==> config.mk <==
export PLATFORM = sky130hd
export DESIGN_NAME = nprs_ctrl
export DESIGN_NICKNAME = d
export VERILOG_FILES = /design/src/rtl/nprs_pkg.sv /design/src/rtl/nprs_ctrl.sv
export SDC_FILE = /design/constraint.sdc
export NUM_CORES = 1
export LEC_CHECK = 0
export ABC_AREA = 1
export BUFFER_PORTS_ARGS = -buffer_cell sky130_fd_sc_hd__buf_2
export CORE_AREA = 2 2 39 41
export CTS_BUF_LIST = sky130_fd_sc_hd__clkbuf_8
export CTS_CLUSTER_DIAMETER = 100
export CTS_CLUSTER_SIZE = 14
export DETAILED_ROUTE_END_ITERATION = 6
export DIE_AREA = 0 0 41 43
export HOLD_SLACK_MARGIN = 0.03
export PLACE_DENSITY_LB_ADDON = 0.25
export REMOVE_ABC_BUFFERS = 1
export SLEW_MARGIN = 10
export SYNTH_ARGS = -nofsm -noshare
export SYNTH_HDL_FRONTEND = slang
export SYNTH_SLANG_ARGS = --single-unit
==> constraint.sdc <==
create_clock -name clk -period 0.9 [get_ports clk]
set_input_delay 0.18 -clock clk [delete_from_list [all_inputs] [get_ports clk]]
set_output_delay 0.18 -clock clk [all_outputs]
set_load 0.005 [all_outputs]
==> src/rtl/nprs_pkg.sv <==
package nprs_pkg;

  localparam int MaxPoints = 64;
  localparam int IdxW      = 6;
  localparam int IdxCapInt = (MaxPoints - 1 > 63) ? 63 : MaxPoints - 1;
  localparam logic [IdxW-1:0] IDX_CAP = IdxW'(IdxCapInt);

  localparam int ScaleW  = 14;
  localparam int OrgW    = 24;
  localparam int DirW    = 15;
  localparam int PointW  = 16;
  localparam int CfgW    = 24;
  localparam int VecW    = 15;
  localparam int SqSumW  = 30;
  localparam int MetricW = 60;

  localparam logic [ScaleW-1:0] SCALE_RESET = ScaleW'(2560);

  typedef enum logic [2:0] {
    CFG_GRID_SCALE   = 3'd0,
    CFG_RAY_ORIGIN_X = 3'd1,
    CFG_RAY_ORIGIN_Y = 3'd2,
    CFG_RAY_ORIGIN_Z = 3'd3,
    CFG_RAY_DIR_X    = 3'd4,
    CFG_RAY_DIR_Y    = 3'd5,
    CFG_RAY_DIR_Z    = 3'd6
  } cfg_idx_t;

  typedef enum logic [2:0] {
    ST_IDLE,
    ST_VEC,
    ST_SQ,
    ST_MUL,
    ST_CMP
  } state_t;

  typedef struct packed {
    logic load;
    logic vec;
    logic sq;
    logic mul;
    logic upd;
  } cmd_t;

  typedef struct packed {
    logic last;
    logic out_free;
  } status_t;

  // (p * scale - org * 256) >> 14 with floor, saturated to 15 signed bits
  function automatic logic signed [VecW-1:0] vec_comp(
    input logic signed [PointW-1:0] p,
    input logic [ScaleW-1:0]        scale,
    input logic signed [OrgW-1:0]   org
  );
    logic signed [30:0]     prod;
    logic signed [32:0]     w;
    logic signed [18:0]     v;
    logic signed [VecW-1:0] res;
    prod = p * $signed({1'b0, scale});
    w = 33'(prod) - 33'($signed({org, 8'h00}));
    v = w[32:14];
    if (!v[18] && (v[17:14] != 4'h0)) begin
      res = 15'sh3fff;
    end else if (v[18] && (v[17:14] != 4'hf)) begin
      res = 15'sh4000;
    end else begin
      res = v[14:0];
    end
    return res;
  endfunction

endpackage

==> src/rtl/nprs_ctrl.sv <==
module nprs_ctrl (
  input  logic              clk,
  input  logic              rst_n,
  input  logic              in_valid,
  output logic              in_stall,
  input  nprs_pkg::status_t status,
  output nprs_pkg::cmd_t    cmd
);
  import nprs_pkg::*;

  state_t state_r, state_nxt;

  always_ff @(posedge clk) begin
    if (!rst_n) begin
      state_r <= ST_IDLE;
    end else begin
      state_r <= state_nxt;
    end
  end

  always_comb begin
    state_nxt = state_r;
    cmd       = '0;
    in_stall  = 1'b1;
    case (state_r)
      ST_IDLE: begin
        in_stall = 1'b0;
        if (in_valid) begin
          cmd.load  = 1'b1;
          state_nxt = ST_VEC;
        end
      end
      ST_VEC: begin
        cmd.vec   = 1'b1;
        state_nxt = ST_SQ;
      end
      ST_SQ: begin
        cmd.sq    = 1'b1;
        state_nxt = ST_MUL;
      end
      ST_MUL: begin
        cmd.mul   = 1'b1;
        state_nxt = ST_CMP;
      end
      ST_CMP: begin
        // a last item waits here until the result register can take it
        if (!status.last || status.out_free) begin
          cmd.upd   = 1'b1;
          state_nxt = ST_IDLE;
        end
      end
      default: begin
        state_nxt = ST_IDLE;
      end
    endcase
  end

endmodule

## Yosys cells after proc, flatten, opt, wreduce, memory -nomap -nowiden

Cells that the tools add are included.

| word-level totals | value |
|---|---|
| flip-flop bits (word level) | 3 |

| cells by class | value |
|---|---|
| mux-type cells | 11 |
| eq/ne operators | 6 |
| reductions and logical operators | 4 |

Operators with widths:

| kind | count |
|---|---|
| case mux 3 bit (5 select lines) | 1 |
| two-way mux 1 bit | 8 |
| == test 3 x 2 -> 1 bit, second input constant | 2 |
| two-way mux 3 bit | 2 |
| inequality test 2 bit, second input constant | 2 |
| == test 3 x 1 -> 1 bit, second input constant | 1 |
| == test 3 bit, second input constant | 1 |
| zero test 3 bit | 1 |
| AND reduction 2 bit | 1 |
| zero test 1 bit | 1 |
| logical OR 1 bit | 1 |

## Longest topological paths before layout

| depth | value |
|---|---|
| depth after elaboration | 4 |
| mapped depth | 4 |

## Least setup slack after synthesis

No wires, ideal clock.

| path | value |
|---|---|
| path kind | register to output |
| start point | reg state_r[2] |
| end point | out cmd[0] (netlist bit) |
| data required time | 0.720 ns |
| setup slack | 0.056 ns |
| arrival time | 0.664 ns |
| stages on the path, launching flop included | 3 |
| path buffers | 0 |
| cell sequence | dfxtp_1 > inv_1 > nor4_1 |

RTL lines:

| item | line | text |
|---|---|---|
| from (decl) | nprs_ctrl.sv:11 | `state_t state_r, state_nxt;` |
| from (signal assigned) | nprs_ctrl.sv:17 | `state_r <= state_nxt;` |
| to (decl) | nprs_ctrl.sv:7 | `output nprs_pkg::cmd_t cmd` |

==> results by group <==
STA
  • Post-Route Skew: 0.000711 ns
  • Final setup vio count: 6
  • Slew @ Worst Pin: 0.249 ns
  • Worst hold slack: 0.226 ns
  • Final Hold Fails: 0
  • F_max: 874 MHz
  • Final Max Tran Viols: 0
  • Min Clock Period, post-route: around 1.1 ns
  • Fin crit share: 127%
  • Final worst-path setup slack: -0.244 ns
  • RSZ-0062 raised after global routing: true
  • Total negative slack: -1.14 ns
  • Rel. slew slack: between 80 and 90%

Outcome
  • Status: finished with violations
  • Failing checks: setup timing

Route
  • Via Count: approximately 230
  • ANT nets after route: 0
  • DRT Wirelength: roughly 470 um
  • Pre-antenna DRT Iters: 2
  • Residual DRC: 0
  • 1st-iter DRT viols: 1
  • WL per Instance: 7.77 um
  • Number of vias per cell: 3.72

Synthesis
  • Xor-xnor portion of the synthesized cell area: 0%
  • Simple-gate area share of the yosys netlist: between 20% and 30%
  • Seq/Total Area, Yosys: 36.9%
  • Cell Area, Synth: about 160 um2
  • Top-area cell type share of the netlist area: between 30 and 40%
  • Synth Area in Adders: 0%
  • Synth unique cells: 9
  • Synthesized flop and latch total: 3
  • Mux share of post-synthesis cell area: 0%
  • Largest family of logic cells by synthesized area: simple AND/OR/NAND/NOR gates
  • Synth area leaders: dfxtp_1 (37%), inv_1 (21%), nor2_1 (12%)
  • Post-Syn Area per Cell: 6.26 um2
  • Synth area leader: dfxtp_1
  • Post-synthesis compound-gate area fraction: approximately an eighth
  • Synth Warn #: 0
  • Mapped Cells: 26

Critical path
  • Max FO, Critical Path: 5
  • Critical path type: flip-flop to primary output
  • Startpoint types: flip-flop
  • Max incr delay on CP: around 0.36 ns
  • Worst path cell trace: nor4_4 -> buf_2
  • Worst Path Buf+Inv: 1
  • Top delay family on crit path: flip-flops
  • Worst EP required: 0.72 ns
  • CP Capture Type: primary output
  • CP arrival: 0.96 ns
  • CP max-delay cell: dfxtp_4

Placed design
  • Cells after DPL: 56
  • GPL Wtd Cong: 0.559
  • Post-DP Area: 263 um2
  • Buffers added on ports: 10
  • Hpwl dp: 342 um

Layout
  • Most flop-heavy register: state_r
  • Max reg flops: 3
  • Final std cells w/o fill: 61
  • Antenna diodes: 0
  • Layout cells sized above 1: between 60% and 70%
  • Largest registers: state_r (3)
  • Syn-to-layout area delta: 119%
  • Fillers: 164
  • Final Net Count: 51
  • Design Area, Final: roughly 360 um2

Floorplanning
  • Row cnt: 14
  • DIE AREA: 0.00176 mm2
  • Initial core utilization: 11.8%
  • Io pins: 11
  • Core ar.: around 0.0014 mm2
  • Die height: 43 um
  • Die span in x: 41 um

Clocking
  • CTS tree: built
  • CTS Buf Count: 3
  • Root buf cell: clkbuf_8
  • Later-pin clock latency in the skew report: about 0.22 ns
  • CTS Sinks: 3
  • Clock slew seen by the registers of the worst setup and hold paths: around 0.03 ns
  • Clock buffer depth: 2
  • H-tree depth: 1

Global routing
  • GR Overflow Total: 0
  • First-pass GRT wire length: slightly below 800 um
  • Antenna violations before repair: 0
  • Number of global-route vias before repair: 220
  • Largest net degree at the start of global routing: 7
  • Total GRT Usage: 7.93%

Pwr
  • P per Cell Area: roughly 1800 mW/mm2
  • Leakage: 0.199 nW
  • Total Power: 0.000650 W
  • Maximum VDD drop: between 0.4 and 0.5 mV

Hold path
  • Min-delay worst type: input pin to flip-flop

Flow run
  • Max-cap violations: 0
## routing by layer
metal	vias up	part of all wire, %	GRT usage [%]
li1	119	-	-
met1	98	31	7.07
met2	6	53	9.38
met3	4	7.4	4.71
met4	0	8.0	12.0
met5	-	0	0
## Yosys cell counts, drive strengths merged
| cell | count |
|---|---|
| a21oi | 2 |
| nand2 | 2 |
| inv | 9 |
| dfxtp | 3 |
| nor4 | 1 |
| nor2 | 5 |
| o211ai | 1 |
| nand3 | 3 |
## layout make-up
type	count	area, um2	area share (%)
tap	16	20.0	5.61
clock inverter	1	3.75	1.05
inverter	9	36.3	10.2
sequential	3	71.3	20.0
multi-input combinational	14	96.3	27.0
clock buffer	3	41.3	11.6
timing repair buffer	15	87.6	24.6
## power breakdown
| group | total (W) | switching [W] | internal (W) | leakage (nW) |
|---|---|---|---|---|
| clock network | 0.000382 | 0.0000915 | 0.000291 | 0.0269 |
| registers | 0.000158 | 0.0000167 | 0.000141 | 0.0267 |
| logic | 0.000111 | 0.0000498 | 0.0000607 | 0.145 |
## through the flow
stage / utilization (%) / setup slack [ns]
CTS: 23.1 / -0.243
floorplan: - / 0.0564
finish: 25.8 / -0.244
global route: 25.8 / -0.307
global placement: 19.0 / -0.0595
detailed placement: 19.0 / -0.0713
## timing repair
| item | 4_1_cts | 5_1_grt |
|---|---|---|
| setup buffers | 0 | 1 |
| resized for setup | 6 | 8 |
| setup endpoints to repair | 7 | 7 |
| pin swaps | 1 | 1 |
| hold buffers | 0 | 0 |
## worst register-to-register path, cell delays in order, from the launching register on
cell and delay, ns:
dfxtp_4 0.36, buf_4 0.14, nor2_1 0.10, nand3_1 0.08, a21oi_1 0.12
## layout by cell type, fill, tap and decap left out, drive strengths merged
cell and instances:
o211ai 1, a21oi 2, clkbuf 3, buf 15
nand2 2, nor4 1, inv 10, nor2 5
nand3 3, dfxtp 3
## cell families after synthesis
kind of cell	count (synthesis)
AO/OA/AOI/OAI	3
flip-flops	3
AND/OR/NAND/NOR	11
buffers and inverters	9
## path summary, 6_finish.rpt
| path | end | startpoint | slack (ns) | depth (start not counted) |
|---|---|---|---|---|
| worst max-delay path | cmd[0] | state_r[0]$_SDFFE_PN0P_ | -0.24 | 2 |
| worst min-delay path | state_r[0]$_SDFFE_PN0P_ | rst_n | 0.23 | 3 |
| worst max register to register | state_r[2]$_SDFFE_PN0P_ | state_r[0]$_SDFFE_PN0P_ | 0.03 | 4 |
| worst min register to register | state_r[2]$_SDFFE_PN0P_ | state_r[2]$_SDFFE_PN0P_ | 0.53 | 2 |
(Power assumes the default switching activity.)
